==> config.mk <==
export PLATFORM = sky130hd
export DESIGN_NAME = expression_token_scanner
export DESIGN_NICKNAME = d
export VERILOG_FILES = /design/src/etks_pkg.sv /design/src/expression_token_scanner.sv /design/src/etks_front.sv /design/src/etks_queue.sv /design/src/etks_back.sv
export VERILOG_INCLUDE_DIRS = /design/src /design/src/src
export SDC_FILE = /design/constraint.sdc
export NUM_CORES = 1
export LEC_CHECK = 0
export ABC_AREA = 1
export ABC_CLOCK_PERIOD_IN_PS = 4500
export BUFFER_PORTS_ARGS = -buffer_cell sky130_fd_sc_hd__buf_2
export CAP_MARGIN = 20
export CORE_ASPECT_RATIO = 1.75
export CORE_MARGIN = 5
export CORE_UTILIZATION = 28
export DETAILED_ROUTE_END_ITERATION = 16
export PLACE_DENSITY = 0.44
export SYNTH_ARGS = -nofsm -noshare
export SYNTH_HDL_FRONTEND = slang
export SYNTH_HIERARCHICAL = 1
export SYNTH_SLANG_ARGS = --single-unit
==> constraint.sdc <==
create_clock -name clk -period 4.5 [get_ports clk]
set_clock_uncertainty 0.1 [all_clocks]
set_input_delay 0.45 -clock clk [delete_from_list [all_inputs] [get_ports clk]]
set_output_delay 0.45 -clock clk [all_outputs]
set_load 0.01 [all_outputs]
==> src/assert_macros.svh <==
// Assertion macros shared by the scanner modules.
// Included by every module that checks its own logic; no other dependencies.
`ifndef ASSERT_MACROS_SVH
`define ASSERT_MACROS_SVH

`ifndef SYNTHESIS
// Property must hold at every clock edge outside reset.
`define ETKS_ASSERT(label, clk, rst, prop) \
  label: assert property (@(posedge clk) disable iff (rst) (prop)) \
    else $error("etks assertion failed");
// Expression must never be true outside reset.
`define ETKS_NEVER(label, clk, rst, expr) \
  label: assert property (@(posedge clk) disable iff (rst) !(expr)) \
    else $error("etks forbidden condition");
`else
`define ETKS_ASSERT(label, clk, rst, prop)
`define ETKS_NEVER(label, clk, rst, expr)
`endif

`endif

==> src/etks_pkg.sv <==
// Types, codes and keyword tables for the expression token scanner.
// Used by etks_front, etks_queue, etks_back and the top level; no dependencies.
package etks_pkg;

  localparam int NUM_KEYS = 17;

  typedef logic [NUM_KEYS-1:0] key_mask_t;

  // Token kinds
  localparam logic [4:0] KIND_END   = 5'd0;
  localparam logic [4:0] KIND_NUM   = 5'd1;
  localparam logic [4:0] KIND_IDENT = 5'd2;
  localparam logic [4:0] KIND_PLUS  = 5'd9;
  localparam logic [4:0] KIND_MINUS = 5'd10;
  localparam logic [4:0] KIND_STAR  = 5'd11;
  localparam logic [4:0] KIND_SLASH = 5'd12;
  localparam logic [4:0] KIND_LPAR  = 5'd13;
  localparam logic [4:0] KIND_RPAR  = 5'd14;
  localparam logic [4:0] KIND_COMMA = 5'd15;

  // Result item kinds
  localparam logic ITEM_ECHO = 1'b0;
  localparam logic ITEM_TOKEN = 1'b1;

  // Characters
  localparam logic [7:0] CH_NUL    = 8'h00;
  localparam logic [7:0] CH_TAB    = 8'h09;
  localparam logic [7:0] CH_CR     = 8'h0D;
  localparam logic [7:0] CH_SPACE  = 8'h20;
  localparam logic [7:0] CH_LPAR   = 8'h28;
  localparam logic [7:0] CH_RPAR   = 8'h29;
  localparam logic [7:0] CH_STAR   = 8'h2A;
  localparam logic [7:0] CH_PLUS   = 8'h2B;
  localparam logic [7:0] CH_COMMA  = 8'h2C;
  localparam logic [7:0] CH_MINUS  = 8'h2D;
  localparam logic [7:0] CH_DOT    = 8'h2E;
  localparam logic [7:0] CH_SLASH  = 8'h2F;
  localparam logic [7:0] CH_ZERO   = 8'h30;
  localparam logic [7:0] CH_NINE   = 8'h39;
  localparam logic [7:0] CH_COLON  = 8'h3A;
  localparam logic [7:0] CH_UPPER_A = 8'h41;
  localparam logic [7:0] CH_UPPER_Z = 8'h5A;
  localparam logic [7:0] CH_UNDERSCORE = 8'h5F;
  localparam logic [7:0] CH_LOWER_A = 8'h61;
  localparam logic [7:0] CH_LOWER_Z = 8'h7A;

  localparam logic [3:0] LEN_ONE = 4'd1;
  localparam logic [3:0] LEN_SAT = 4'd9;

  // Keyword text, right-aligned: the last character sits in the low byte.
  localparam logic [63:0] KEY_TEXT [NUM_KEYS] = '{
    64'("Max"), 64'("Min"), 64'("Pow"), 64'("Log"), 64'("Ceiling"),
    64'("Rational"), 64'("Abs"), 64'("ExpectEq"), 64'("ExpectNe"),
    64'("ExpectLe"), 64'("ExpectLt"), 64'("True"), 64'("False"),
    64'("Floor"), 64'("Mod"), 64'("LogicAnd"), 64'("LogicOr")
  };
  localparam logic [3:0] KEY_LEN [NUM_KEYS] = '{
    4'd3, 4'd3, 4'd3, 4'd3, 4'd7, 4'd8, 4'd3, 4'd8, 4'd8, 4'd8, 4'd8,
    4'd4, 4'd5, 4'd5, 4'd3, 4'd8, 4'd7
  };
  localparam logic [4:0] KEY_KIND [NUM_KEYS] = '{
    5'd3, 5'd4, 5'd5, 5'd6, 5'd7, 5'd8, 5'd16, 5'd17, 5'd18, 5'd19, 5'd20,
    5'd21, 5'd22, 5'd23, 5'd24, 5'd25, 5'd26
  };

  typedef enum logic [3:0] {
    MODE_IDLE  = 4'b0001,
    MODE_NUM   = 4'b0010,
    MODE_IDENT = 4'b0100,
    MODE_HALT  = 4'b1000
  } scan_mode_t;

  typedef struct packed {
    logic       item_kind;
    logic [4:0] token_kind;
    logic [7:0] text_char;
    logic       scan_error;
  } result_t;

  // Everything one input item causes: one or two results.
  typedef struct packed {
    result_t res0;
    result_t res1;
    logic    two;
  } entry_t;

  typedef struct packed {
    logic   valid;
    entry_t entry;
  } push_req_t;

  function automatic logic is_digit(input logic [7:0] c);
    return (c >= CH_ZERO) && (c <= CH_NINE);
  endfunction

  function automatic logic is_letter(input logic [7:0] c);
    return ((c >= CH_UPPER_A) && (c <= CH_UPPER_Z)) ||
           ((c >= CH_LOWER_A) && (c <= CH_LOWER_Z));
  endfunction

  function automatic logic is_space(input logic [7:0] c);
    return (c == CH_SPACE) || ((c >= CH_TAB) && (c <= CH_CR));
  endfunction

  // Returns KIND_END for anything that is not a one-character operator.
  function automatic logic [4:0] op_kind(input logic [7:0] c);
    logic [4:0] k;
    case (c)
      CH_PLUS:  k = KIND_PLUS;
      CH_MINUS: k = KIND_MINUS;
      CH_STAR:  k = KIND_STAR;
      CH_SLASH: k = KIND_SLASH;
      CH_LPAR:  k = KIND_LPAR;
      CH_RPAR:  k = KIND_RPAR;
      CH_COMMA: k = KIND_COMMA;
      default:  k = KIND_END;
    endcase
    return k;
  endfunction

  // Keywords whose character at position pos equals c.
  function automatic key_mask_t narrow_mask(input logic [3:0] pos, input logic [7:0] c);
    key_mask_t m;
    logic [3:0] off;
    m = '0;
    for (int k = 0; k < NUM_KEYS; k++) begin
      off = KEY_LEN[k] - pos - LEN_ONE;
      if ((pos < KEY_LEN[k]) && (KEY_TEXT[k][8*off[2:0] +: 8] == c)) begin
        m[k] = 1'b1;
      end
    end
    return m;
  endfunction

  function automatic logic [4:0] ident_kind(input key_mask_t cand, input logic [3:0] len);
    logic [4:0] kind;
    kind = KIND_IDENT;
    for (int k = NUM_KEYS - 1; k >= 0; k--) begin
      if (cand[k] && (KEY_LEN[k] == len)) begin
        kind = KEY_KIND[k];
      end
    end
    return kind;
  endfunction

  function automatic result_t make_res(input logic ik, input logic [4:0] kind,
                                       input logic [7:0] ch, input logic err);
    result_t r;
    r.item_kind  = ik;
    r.token_kind = kind;
    r.text_char  = ch;
    r.scan_error = err;
    return r;
  endfunction

endpackage

==> src/expression_token_scanner.sv <==
// Top level of the expression token scanner: front end, result queue, back end.
// Depends on etks_pkg, etks_front, etks_queue and etks_back.
//
//   channel  | handshake         | payload
//   ---------+-------------------+----------------------------------------------
//   input    | in_valid/in_stall | char_code, end_of_input, first_of_expression
//   result   | out_valid/out_stall | item_kind, token_kind, text_char,
//            |                   | scan_error, last_of_run
//
// One character per cycle is accepted while the queue is not full; results
// leave one per cycle while out_stall is low, so a character that closes a token
// and starts another yields two results, queued and then registered for output.
// Reset returns scanning to between-tokens and empties the queue.
// in_stall rises only when the QUEUE_DEPTH-entry queue is full; out_stall
// holds the output register and backs up into the queue.

module expression_token_scanner #(
  parameter int QUEUE_DEPTH = 4
) (
  input  logic       clk,
  input  logic       rst,
  input  logic       in_valid,
  output logic       in_stall,
  input  logic [7:0] char_code,
  input  logic       end_of_input,
  input  logic       first_of_expression,
  output logic       out_valid,
  input  logic       out_stall,
  output logic       item_kind,
  output logic [4:0] token_kind,
  output logic [7:0] text_char,
  output logic       scan_error,
  output logic       last_of_run
);

  etks_pkg::push_req_t push;
  etks_pkg::entry_t    head;
  logic                q_full, q_empty, pop;

  etks_front u_front (
    .clk                 (clk),
    .rst                 (rst),
    .in_valid            (in_valid),
    .in_stall            (in_stall),
    .char_code           (char_code),
    .end_of_input        (end_of_input),
    .first_of_expression (first_of_expression),
    .q_full              (q_full),
    .push                (push)
  );

  etks_queue #(
    .DEPTH (QUEUE_DEPTH)
  ) u_queue (
    .clk   (clk),
    .rst   (rst),
    .push  (push),
    .full  (q_full),
    .pop   (pop),
    .empty (q_empty),
    .head  (head)
  );

  etks_back u_back (
    .clk         (clk),
    .rst         (rst),
    .empty       (q_empty),
    .head        (head),
    .pop         (pop),
    .out_valid   (out_valid),
    .out_stall   (out_stall),
    .item_kind   (item_kind),
    .token_kind  (token_kind),
    .text_char   (text_char),
    .scan_error  (scan_error),
    .last_of_run (last_of_run)
  );

endmodule

==> src/etks_front.sv <==
// Front end: accepts characters, tracks scan mode and keyword candidates,
// and builds the one or two results of each character. Uses etks_pkg.
`include "assert_macros.svh"

module etks_front (
  input  logic                clk,
  input  logic                rst,
  input  logic                in_valid,
  output logic                in_stall,
  input  logic [7:0]          char_code,
  input  logic                end_of_input,
  input  logic                first_of_expression,
  input  logic                q_full,
  output etks_pkg::push_req_t push
);

  etks_pkg::scan_mode_t mode, mode_next, mode_eff, idle_mode;
  etks_pkg::key_mask_t  cand, cand_next, mask;
  logic [3:0]           len, len_next, pos;
  logic [7:0]           c;
  logic                 accept;
  logic                 idle_push, start_ident, ident_char;
  etks_pkg::result_t    idle_res;

  assign in_stall = q_full;
  assign accept   = in_valid && !q_full;

  always_comb begin
    c = end_of_input ? etks_pkg::CH_NUL : char_code;
    mode_eff = first_of_expression ? etks_pkg::MODE_IDLE : mode;
    ident_char = etks_pkg::is_letter(c) || etks_pkg::is_digit(c) ||
                 (c == etks_pkg::CH_COLON) || (c == etks_pkg::CH_UNDERSCORE);

    // What the character does between tokens
    idle_push   = 1'b1;
    idle_mode   = etks_pkg::MODE_IDLE;
    start_ident = 1'b0;
    idle_res    = etks_pkg::make_res(etks_pkg::ITEM_TOKEN, etks_pkg::KIND_END,
                                     etks_pkg::CH_NUL, 1'b0);
    if (c == etks_pkg::CH_NUL) begin
      idle_mode = etks_pkg::MODE_HALT;
    end else if (etks_pkg::is_space(c)) begin
      idle_push = 1'b0;
    end else if (etks_pkg::is_digit(c)) begin
      idle_mode = etks_pkg::MODE_NUM;
      idle_res  = etks_pkg::make_res(etks_pkg::ITEM_ECHO, etks_pkg::KIND_NUM, c, 1'b0);
    end else if (etks_pkg::is_letter(c)) begin
      idle_mode   = etks_pkg::MODE_IDENT;
      start_ident = 1'b1;
      idle_res    = etks_pkg::make_res(etks_pkg::ITEM_ECHO, etks_pkg::KIND_IDENT, c, 1'b0);
    end else if (etks_pkg::op_kind(c) != etks_pkg::KIND_END) begin
      idle_res = etks_pkg::make_res(etks_pkg::ITEM_TOKEN, etks_pkg::op_kind(c), c, 1'b0);
    end else begin
      idle_mode = etks_pkg::MODE_HALT;
      idle_res  = etks_pkg::make_res(etks_pkg::ITEM_TOKEN, etks_pkg::KIND_END,
                                     etks_pkg::CH_NUL, 1'b1);
    end

    // A new identifier matches from position zero
    pos  = (mode_eff == etks_pkg::MODE_IDENT) ? len : 4'd0;
    mask = etks_pkg::narrow_mask(pos, c);

    mode_next = mode;
    cand_next = cand;
    len_next  = len;
    push.valid = 1'b0;
    push.entry.res0 = idle_res;
    push.entry.res1 = idle_res;
    push.entry.two  = 1'b0;

    case (mode_eff)
      etks_pkg::MODE_NUM: begin
        push.valid = 1'b1;
        if (etks_pkg::is_digit(c) || (c == etks_pkg::CH_DOT)) begin
          mode_next = etks_pkg::MODE_NUM;
          push.entry.res0 = etks_pkg::make_res(etks_pkg::ITEM_ECHO, etks_pkg::KIND_NUM,
                                               c, 1'b0);
        end else begin
          mode_next = idle_mode;
          push.entry.res0 = etks_pkg::make_res(etks_pkg::ITEM_TOKEN, etks_pkg::KIND_NUM,
                                               etks_pkg::CH_NUL, 1'b0);
          push.entry.two = idle_push;
          if (start_ident) begin
            cand_next = mask;
            len_next  = etks_pkg::LEN_ONE;
          end
        end
      end
      etks_pkg::MODE_IDENT: begin
        push.valid = 1'b1;
        if (ident_char) begin
          mode_next = etks_pkg::MODE_IDENT;
          cand_next = cand & mask;
          len_next  = (len < etks_pkg::LEN_SAT) ? len + etks_pkg::LEN_ONE : len;
          push.entry.res0 = etks_pkg::make_res(etks_pkg::ITEM_ECHO, etks_pkg::KIND_IDENT,
                                               c, 1'b0);
        end else begin
          mode_next = idle_mode;
          push.entry.res0 = etks_pkg::make_res(etks_pkg::ITEM_TOKEN,
                                               etks_pkg::ident_kind(cand, len),
                                               etks_pkg::CH_NUL, 1'b0);
          push.entry.two = idle_push;
        end
      end
      etks_pkg::MODE_HALT: begin
        mode_next = etks_pkg::MODE_HALT;
      end
      default: begin
        mode_next  = idle_mode;
        push.valid = idle_push;
        if (start_ident) begin
          cand_next = mask;
          len_next  = etks_pkg::LEN_ONE;
        end
      end
    endcase
    push.valid = push.valid && accept;
  end

  always_ff @(posedge clk) begin
    if (rst) begin
      mode <= etks_pkg::MODE_IDLE;
      len  <= '0;
    end else if (accept) begin
      mode <= mode_next;
      len  <= len_next;
    end
  end

  // Candidates are always written when an identifier starts
  always_ff @(posedge clk) begin
    if (accept) begin
      cand <= cand_next;
    end
  end

  `ETKS_ASSERT(a_halt_silent, clk, rst, (mode == etks_pkg::MODE_HALT && in_valid && !first_of_expression) |-> !push.valid)
  `ETKS_ASSERT(a_pair_starts_token, clk, rst, (push.valid && push.entry.two) |-> (push.entry.res0.item_kind == etks_pkg::ITEM_TOKEN))
  `ETKS_NEVER(a_len_range, clk, rst, len > etks_pkg::LEN_SAT)

endmodule

==> src/etks_queue.sv <==
// Short queue of per-character result entries between front and back end.
// Uses etks_pkg for the entry and request types.
`include "assert_macros.svh"

module etks_queue #(
  parameter int DEPTH = 4
) (
  input  logic                clk,
  input  logic                rst,
  input  etks_pkg::push_req_t push,
  output logic                full,
  input  logic                pop,
  output logic                empty,
  output etks_pkg::entry_t    head
);

  localparam int PTR_W = (DEPTH > 1) ? $clog2(DEPTH) : 1;
  localparam int CNT_W = $clog2(DEPTH + 1);

  etks_pkg::entry_t mem [DEPTH];
  logic [PTR_W-1:0] wr_ptr, rd_ptr;
  logic [CNT_W-1:0] count;
  logic             do_push, do_pop;

  assign full    = (count == CNT_W'(DEPTH));
  assign empty   = (count == '0);
  assign do_push = push.valid && !full;
  assign do_pop  = pop && !empty;
  assign head    = mem[rd_ptr];

  function automatic logic [PTR_W-1:0] bump(input logic [PTR_W-1:0] p);
    return (p == PTR_W'(DEPTH - 1)) ? '0 : p + PTR_W'(1);
  endfunction

  always_ff @(posedge clk) begin
    if (rst) begin
      wr_ptr <= '0;
      rd_ptr <= '0;
      count  <= '0;
    end else begin
      if (do_push) begin
        wr_ptr <= bump(wr_ptr);
      end
      if (do_pop) begin
        rd_ptr <= bump(rd_ptr);
      end
      if (do_push && !do_pop) begin
        count <= count + CNT_W'(1);
      end else if (do_pop && !do_push) begin
        count <= count - CNT_W'(1);
      end
    end
  end

  always_ff @(posedge clk) begin
    if (do_push) begin
      mem[wr_ptr] <= push.entry;
    end
  end

  `ETKS_NEVER(a_push_when_full, clk, rst, push.valid && full)
  `ETKS_NEVER(a_count_range, clk, rst, count > CNT_W'(DEPTH))

endmodule

==> src/etks_back.sv <==
// Back end: drains queue entries into the registered result port, one result per
// cycle when not stalled, marking each character's last result. Uses etks_pkg.
`include "assert_macros.svh"

module etks_back (
  input  logic             clk,
  input  logic             rst,
  input  logic             empty,
  input  etks_pkg::entry_t head,
  output logic             pop,
  output logic             out_valid,
  input  logic             out_stall,
  output logic             item_kind,
  output logic [4:0]       token_kind,
  output logic [7:0]       text_char,
  output logic             scan_error,
  output logic             last_of_run
);

  logic              sub;   // 1 while the second result of the head entry is due
  logic              out_load, cur_last;
  etks_pkg::result_t cur;

  assign out_load = !out_valid || !out_stall;

  always_comb begin
    cur      = sub ? head.res1 : head.res0;
    cur_last = !head.two || sub;
    pop      = out_load && !empty && cur_last;
  end

  always_ff @(posedge clk) begin
    if (rst) begin
      out_valid <= 1'b0;
      sub       <= 1'b0;
    end else if (out_load) begin
      out_valid <= !empty;
      if (!empty) begin
        sub <= !cur_last;
      end
    end
  end

  always_ff @(posedge clk) begin
    if (out_load && !empty) begin
      item_kind   <= cur.item_kind;
      token_kind  <= cur.token_kind;
      text_char   <= cur.text_char;
      scan_error  <= cur.scan_error;
      last_of_run <= cur_last;
    end
  end

  `ETKS_NEVER(a_second_without_entry, clk, rst, sub && empty)

endmodule
### Yosys cells after proc, flatten, opt, wreduce, memory -nomap -nowiden

Memory sizes are Yosys's and may differ from the RTL's. A register that Yosys moved wholly into a read port is not among the register bits.
Cells that the tools add are included.

* bits in registers: 50
* RAM bits: 124
* input bits: 14
* output and inout port bits: 18
* word-level logic and storage cells: 261
* memories kept: 1

Memories
* u_queue.mem: depth 4, bits a word 31, read ports 1, clocked after Yosys merged registers in 1, wr ports 1, RTL line etks_queue.sv:20 `etks_pkg::entry_t mem [DEPTH];`

* add/subtract/negate cells: 15
* order comparisons: 14
* eq/ne operators: 42
* shift operators: 17
* multiplexer cells: 86
* bitwise logic cells: 3
* reduce and logical (&&, ||, !) cells: 70

Operator list (number)
* $shiftx A64 B7 Y8 const A: 17
* $eq A8 B8 Y1: 17
* $mux W15: 7
* $mux W5: 21
* $eq A8 B6 Y1 const B: 10
* $mux W4: 13
* $mux W17: 3
* $pmux W17 S3: 1
* $logic_and A1 B1 Y1: 46
* $pmux W15 S2: 1
* $pmux W4 S7: 1
* $mux W1: 27
* $pmux W4 S3: 2
* $sub A3 B1 Y3 const B: 6
* $and A17 B17 Y17: 1
* $ge A8 B7 Y1 const B: 2
* $le A8 B7 Y1 const B: 2
* $mux W13: 1
* $eq A3 B4 Y1 const A: 3
* $lt A4 B3 Y1 const B: 3
* $sub A3 B3 Y3 const A: 3
* $eq A8 B7 Y1 const B: 1
* $ge A8 B4 Y1 const B: 1
* $ge A8 B6 Y1 const B: 1
* 33 further kinds: 57

### Depth between registers and ports, before layout

Gate-level depths: netlist of run 1.

* word-level depth: 21
* gate-level depth with buffers: 18

### By module

Netlist of run 1, hierarchy kept.

Modules (own cells, without submodules)
* etks_queue: times used 1, cells each 371, area each 5147.4 um^2, sequential area each 3903.7 um^2
* etks_front: times used 1, cells each 536, area each 3467.1 um^2, sequential area each 670.6 um^2
* etks_back: times used 1, cells each 80, area each 803.3 um^2, sequential area each 520.5 um^2

### Least setup slack after synthesis of run 1

OpenSTA, ideal clock, no wires.

* kind: input -> register
* start point: input port first_of_expression
* end point: memory u_queue/mem[0][0] in the netlist's numbering, enable pin
* setup time: 0.419 ns
* data arrival time: 2.888 ns
* data required time: 3.981 ns
* slack: 1.093 ns
* cell stages on the path: 7
* path buffers: 0
* path through: nor2_4 nand4_1 nand2_1 inv_1 a21boi_0 nand2_2 nor2_1

RTL lines
* from (decl): RTL line expression_token_scanner.sv:26 `input logic first_of_expression,`
* to (decl): RTL line etks_queue.sv:20

### Final worst setup path of run 1

* start point: register u_front.mode[0]
* end point: register u_front.cand[3] (data pin)

* word-level cells in the longest chain between the ends: 12
* elaborated cells on any way between the ends: 17

Ends and longest elaborated chain
* from (decl): RTL line etks_front.sv:17 `etks_pkg::scan_mode_t mode, mode_next, mode_eff, idle_mode;`
* from (signal assigned): RTL line etks_front.sv:122 `mode <= etks_pkg::MODE_IDLE;`
* from (signal assigned): RTL line etks_front.sv:125 `mode <= mode_next;`
* $mux W4 (*): RTL line etks_front.sv:30 `mode_eff = first_of_expression ? etks_pkg::MODE_IDLE : mode;`
* $eq A4 B3 Y1: RTL line etks_front.sv:60, etks_front.sv:71
* $mux W4: RTL line etks_front.sv:60 `pos = (mode_eff == etks_pkg::MODE_IDENT) ? len : 4'd0;`
* $sub A2 B3 Y3: RTL line etks_pkg.sv:127 `off = KEY_LEN[k] - pos - LEN_ONE;`
* $sub A3 B1 Y3: RTL line etks_pkg.sv:127
* $shiftx A64 B7 Y8: RTL line etks_pkg.sv:128 `if ((pos < KEY_LEN[k]) && (KEY_TEXT[k][8*off[2:0] +: 8] == c)) begin`
* $eq A8 B8 Y1: RTL line etks_pkg.sv:128
* $logic_and A1 B1 Y1: RTL line etks_pkg.sv:128
* $mux W1: RTL line etks_pkg.sv:128
* $and A17 B17 Y17 or $mux W17 (tied branches): RTL line etks_front.sv:93, etks_front.sv:83, etks_front.sv:111
* $mux W17 (on tied branches): RTL line etks_front.sv:91, etks_front.sv:74
* $pmux W17 S3 (*): RTL line etks_front.sv:71 `case (mode_eff)`
* net u_front.cand_next[3]: RTL line etks_front.sv:18 `etks_pkg::key_mask_t cand, cand_next, mask;`
* to (signal assigned): RTL line etks_front.sv:133 `cand <= cand_next;`
* to (decl): RTL line etks_front.sv:18

The timed path passes the listed nets; every way through them passes the cells marked *. The select of a mux whose other input is x is not followed.
A chain may end at the register's enable or synchronous reset.

==> flow_metrics.py, run 1 <==
metrics = {
    "run_status": {
        "outcome": "complete, no violations",
    },
    "sta": {
        "rsz0062_at_grt": "false",
        "holdWs_ns": 0.188,
        "worstMarginPinSlew_ns": 0.801,
        "finalHoldViolations": 0,
        "min_period_ns": 3.74,
        "relSlewSlack": 0.461,
        "setup_viol": 0,
        "finalCritPeriodShare": 0.831,
        "fin_tns_setup_ns": 0,
        "fmax_ghz": 0.267,
        "slew_viol_final": 0,
    },
    "global_routing": {
        "grt_pass1_wl_mm": 42.8,
        "grt_max_degree": 63,
        "grt_antenna_before_repair": 0,
        "overflow": 0,
        "grt_usage": 0.153,
        "grt_pass1_vias": 7410,
    },
    "drt": {
        "first_pass_iters": 5,
        "drt-initial-drc-count": 395,
        "vias": 7164,
        "avgRoutedWirePerCell_um": 19.1,
        "drc_errors": 0,
        "ant_nets": 0,
        "viasPerCell": 4.82,
        "routed_wl_mm": 28.4,
    },
    "clocking": {
        "cts_buffer_depth": 2,
        "clk_pin_slew_ns": 0.07,
        "cts_repair_resize_count": 0,
        "insertion_delay_ns": 0.44,
        "tritoncts": "done",
        "htreeDepth": 4,
        "cts_sinks": 176,
        "cts_setup_buffers": 0,
        "clockRootBuffer": "clkbuf_16",
        "numCtsBuffers": 17,
        "postCtsHoldBufs": 0,
    },
    "synth": {
        "synthCells": 987,
        "synth-seq-cells": 176,
        "synth_edf_count": 157,
        "yosysUniqueCellTypes": 50,
        "ys_async_sr_fraction": 0,
        "yosysSeqAreaShare": 0.541,
        "avgSynthCellArea_um2": 9.54,
        "synth_area_um2": 9420,
        "ys.flop_type": "edfxtp_1",
        "yosys_warnings": 6,
    },
    "worst_setup_path": {
        "ff2ff_path_depth": 13,
        "endpoint_kind": "register",
        "arrival_ns": 3.90,
        "startpoint_type": "register",
        "crit_type": "register to register",
        "required_ns": 4.66,
        "cp_max_fo": 13,
    },
    "power_and_ir_drop": {
        "powerDensity_nw_per_um2": 475,
        "leakage_uw": 0.00399,
        "vdd_drop_max_uv": 272,
    },
    "final_layout": {
        "stdcell_area_um2": 10500,
        "drive_above_1_share": 0.130,
        "layout_common_cells": "nand2_1 (171), edfxtp_1 (157), nor2_1 (143)",
        "final_common_cell": "nand2_1",
        "nNetsFinal": 1053,
        "fill_cells": 3517,
        "area_growth_pct": 11.8,
        "diodes": 0,
    },
    "place": {
        "place_area_um2": 10000,
        "portBuffers": 31,
        "hpwlAfterDp_mm": 20.2,
        "gp_congestion": 0.949,
    },
    "floorplan": {
        "coreArea_um2": 33500,
        "die_area_um2": 37500,
        "num_rows": 89,
        "start_util": 0.281,
        "die_w_um": 149,
        "num_io_pins": 32,
        "die_y_um": 253,
    },
    "run": {
        "cap_violations": 0,
    },
    "min_path": {
        "hold_class": "primary input to register",
        "min_path_cells": 3,
    },
}
-- logic make-up after synthesis --
family | Yosys count | share of synthesized area
simple gates | 426 | 0.204
compound gates | 194 | 0.119
flops | 176 | 0.541
buf+inv | 128 | 0.0691
xor+xnor | 40 | 0.0372
fa+ha+maj | 22 | 0.0300
other cells | 1 | 0.000398
-- state kept, by name, summed over array words and instances, names as in the netlist, named ones only --
register,flops
u_front/mode,4
u_queue/rd_ptr,2
u_queue/count,3
u_back/out_valid,1
u_back/item_kind,1
u_back/text_char,8
u_back/sub,1
u_queue/wr_ptr,2
u_front/cand,17
u_front/len,4
u_back/token_kind,5
u_queue/mem,124
u_back/scan_error,1
u_back/last_of_run,1
-- critical path: stages (launching register included) --
cell and delay [ns]:
dfxtp_1 0.33, nor2_4 0.15, nand4_4 0.13, nor2_1 0.39
ha_1 0.41, inv_1 0.15, ha_1 0.40, inv_1 0.31
nand2_1 0.20, inv_1 0.11, nor2_1 0.08, a211oi_1 0.39
o21ai_0 0.17, nor4_1 0.24
-- where the power goes --
part,switching [µW],internal (µW)
clock,628,707
combinational,1030,426
sequential,76.3,2130
-- Yosys cell counts (all sizes together), types with 7 or more instances --
cell type / n / area, µm²
a21oi: 21 / 105
buf: 36 / 290
dfxtp: 19 / 380
edfxtp: 157 / 4710
ha: 21 / 263
inv: 90 / 353
nand2: 189 / 780
nand3: 26 / 145
nand4: 15 / 109
nor2: 156 / 643
nor3: 24 / 131
nor4: 9 / 56.3
o21ai: 113 / 577
o22ai: 35 / 225
xnor2: 7 / 61.3
xor2: 33 / 289
-- metrics by stage --
step	utilization	total power, µW	setup WS, ns	instances
final	0.314	5000	0.758	1485
after global routing	0.314	5330	0.407	1485
after floorplan	-	3290	1.09	989
after CTS	0.314	5090	0.807	1485
after global placement	0.298	3740	0.628	1453
after detailed placement	0.298	3750	0.611	1453
-- worst paths after layout --
check                   start          endpoint  slack (ns)
min                 out_stall  u_back/out_valid        0.19
max           u_front/mode[0]   u_front/cand[3]        0.76
min reg2reg  u_back/out_valid  u_back/out_valid        0.39
max reg2reg   u_front/mode[0]   u_front/cand[3]        0.76
-- layer usage --
layer,share of wire,GRT usage
met5,0,0
met1,0.36,0.145
met4,0.077,0.114
met2,0.54,0.290
met3,0.024,0.0248
-- layout make-up --
class / count / area (µm²) / share of cell area
Clock buffer: 20 / 437 / 0.0415
Clock inverter: 12 / 85.1 / 0.00808
Inverter: 90 / 353 / 0.0335
Multi-Input combinational cell: 685 / 3710 / 0.352
Sequential cell: 176 / 5100 / 0.484
Tap cell: 455 / 569 / 0.0541
Timing Repair Buffer: 47 / 275 / 0.0262
Power figures use the tool's default switching activity.
==> inputs of run 2 (changes only) <==
- ABC_CLOCK_PERIOD_IN_PS: 4500 -> 3700
- clock period: 4.5 -> 3.7 ns (I/O delays scaled with it)
==> run 2 against run 1 <==
Net effect: utilization is 0.94 points higher; critical path depth is 6 higher; largest power group unchanged; non-clock buffer count up 18; critical path type unchanged; highest routed layer unchanged; cell count rose by 1.2%; maximum frequency is 15% higher.
==> flow_metrics.py, run 2 (same netlist as run 1, synthesis figures left out) <==
metrics = {
    "drt": {
        "drt-initial-drc-count": 321,
        "viasPerCell": 4.82,
        "avgRoutedWirePerCell_um": 19.2,
        "vias": 7242,
        "drc_errors": 0,
        "routed_wl_mm": 28.8,
        "ant_nets": 0,
        "first_pass_iters": 5,
    },
    "worst_setup_path": {
        "r2r_setup_slack_ns": 0.44,
        "cp_top_family": "simple AND/OR/NAND/NOR gates",
        "timing.critical_path.cells": "nor2_1 -> nand2_2 -> inv_1 -> nor2_1 -> inv_1 -> nor2_1 -> a21boi_0 -> buf_4 -> nand2_2 -> inv_1 -> ha_1 -> inv_1 -> fa_1 -> inv_1 -> nand2_1 -> nand3_1 -> nand2_1 -> inv_1 -> nor2_1",
        "crit_top_cell": "inv_1",
        "required_ns": 3.94,
        "arrival_ns": 3.50,
        "endpoint_kind": "register",
        "crit_slowest_cell": "nor2_1",
        "startpoint_type": "register",
        "cp_slowest_stage_delay_ns": 0.46,
        "crit_type": "register to register",
        "cp_max_fo": 5,
        "crit_buf_inv": 7,
    },
    "sta": {
        "relSlewSlack": 0.497,
        "worstMarginPinSlew_ns": 0.753,
        "fin_ws_ns": 0.438,
        "slew_viol_final": 0,
        "finalHoldViolations": 0,
        "setup_viol": 0,
        "rsz0062_at_grt": "false",
        "fmax_ghz": 0.307,
        "fin_tns_setup_ns": 0,
        "min_period_ns": 3.26,
        "finalCritPeriodShare": 0.882,
    },
    "power_and_ir_drop": {
        "vdd_drop_max_uv": 321,
        "powerDensity_nw_per_um2": 597,
        "leakage_uw": 0.00416,
    },
    "final_layout": {
        "layout.cells.non_filler": 1503,
        "area_growth_pct": 15.1,
        "reg_top3": "u_queue/mem (124), u_front/cand (17), u_back/text_char (8)",
        "final_util": 0.323,
        "drive_above_1_share": 0.145,
        "fill_cells": 3544,
        "diodes": 0,
        "nNetsFinal": 1071,
        "top_register": "u_queue/mem",
        "final_common_cell": "nand2_1",
        "largest_reg_flops": 124,
        "stdcell_area_um2": 10800,
        "layout_common_cells": "nand2_1 (171), edfxtp_1 (157), nor2_1 (143)",
    },
    "global_routing": {
        "grt_pass1_vias": 7483,
        "overflow": 0,
        "grt_usage": 0.157,
        "grt_antenna_before_repair": 1,
        "grt_max_degree": 63,
        "grt_pass1_wl_mm": 43.9,
    },
    "clocking": {
        "cts_repair_resize_count": 0,
        "clockRootBuffer": "clkbuf_16",
        "cts_setup_buffers": 0,
        "cts_sinks": 176,
        "tritoncts": "done",
        "htreeDepth": 4,
        "cts_buffer_depth": 2,
        "insertion_delay_ns": 0.44,
        "clk_pin_slew_ns": 0.07,
        "numCtsBuffers": 17,
        "postCtsHoldBufs": 0,
    },
    "floorplan": {
        "die_area_um2": 37500,
        "num_rows": 89,
        "die_w_um": 149,
        "num_io_pins": 32,
        "die_y_um": 253,
        "coreArea_um2": 33500,
        "start_util": 0.281,
    },
    "place": {
        "place_ws_ns": 0.395,
        "hpwlAfterDp_mm": 20.6,
        "portBuffers": 31,
        "gp_congestion": 0.952,
        "place_area_um2": 10200,
        "dp.cells": 1471,
    },
    "min_path": {
        "hold_class": "primary input to register",
    },
    "run_status": {
        "outcome": "complete, no violations",
    },
    "run": {
        "cap_violations": 0,
    },
}
-- run 2: cell types whose count changed in the layout (fill, tap and decap cells not counted), sizes merged --
cell | previous run | this run
clkbuf | 20 | 21
buf | 47 | 65
bufinv | 0 | 5
clkinv | 5 | 1
clkinvlp | 4 | 2
-- run 2: worst reg2reg max path: cells and delay by family, from the launching register on --
kind            cells  cell delay, ns
fa+ha+maj           2            0.59
simple gates        9            1.18
flops               1            0.39
buf+inv             7            0.67
compound gates      1            0.22
-- run 2: stage by stage --
stage          hold slack (ns)  total power [µW]
2_1_floorplan            0.339              4000
3_3_place_gp             0.366              4560
3_5_place_dp             0.372              4580
4_1_cts                 0.0768              6590
5_1_grt                  0.116              6890
6_report                0.0964              6470
-- run 2: final timing paths --
kind	depth (start not counted)	to	from
setup reg to reg	19	u_queue/count[2]	u_queue/count[0]
setup / recovery	19	u_queue/count[2]	u_queue/count[0]
hold reg to reg	2	u_back/out_valid	u_back/out_valid
hold / removal	3	u_back/out_valid	out_stall
-- run 2: power breakdown --
part	total, µW	internal (µW)	switching, µW
clock network	2010	1230	779
logic	1750	544	1200
registers	2720	2590	125
total	6470	4360	2110
-- run 2: metal layers --
metal	up-vias	global-route usage	routed length, µm
li1	3499	-	-
met1	3478	0.159	10500
met2	186	0.295	15800
met3	79	0.0249	806
met4	0	0.100	1670
met5	-	0	0
-- run 2: layout make-up --
cell class	count	area, µm²	area share
tap	455	569	0.0525
multi-input combinational	685	3710	0.342
timing repair buffer	65	460	0.0425
clock inverter	11	203	0.0187
clock buffer	21	450	0.0415
inverter	90	353	0.0325
sequential	176	5100	0.470
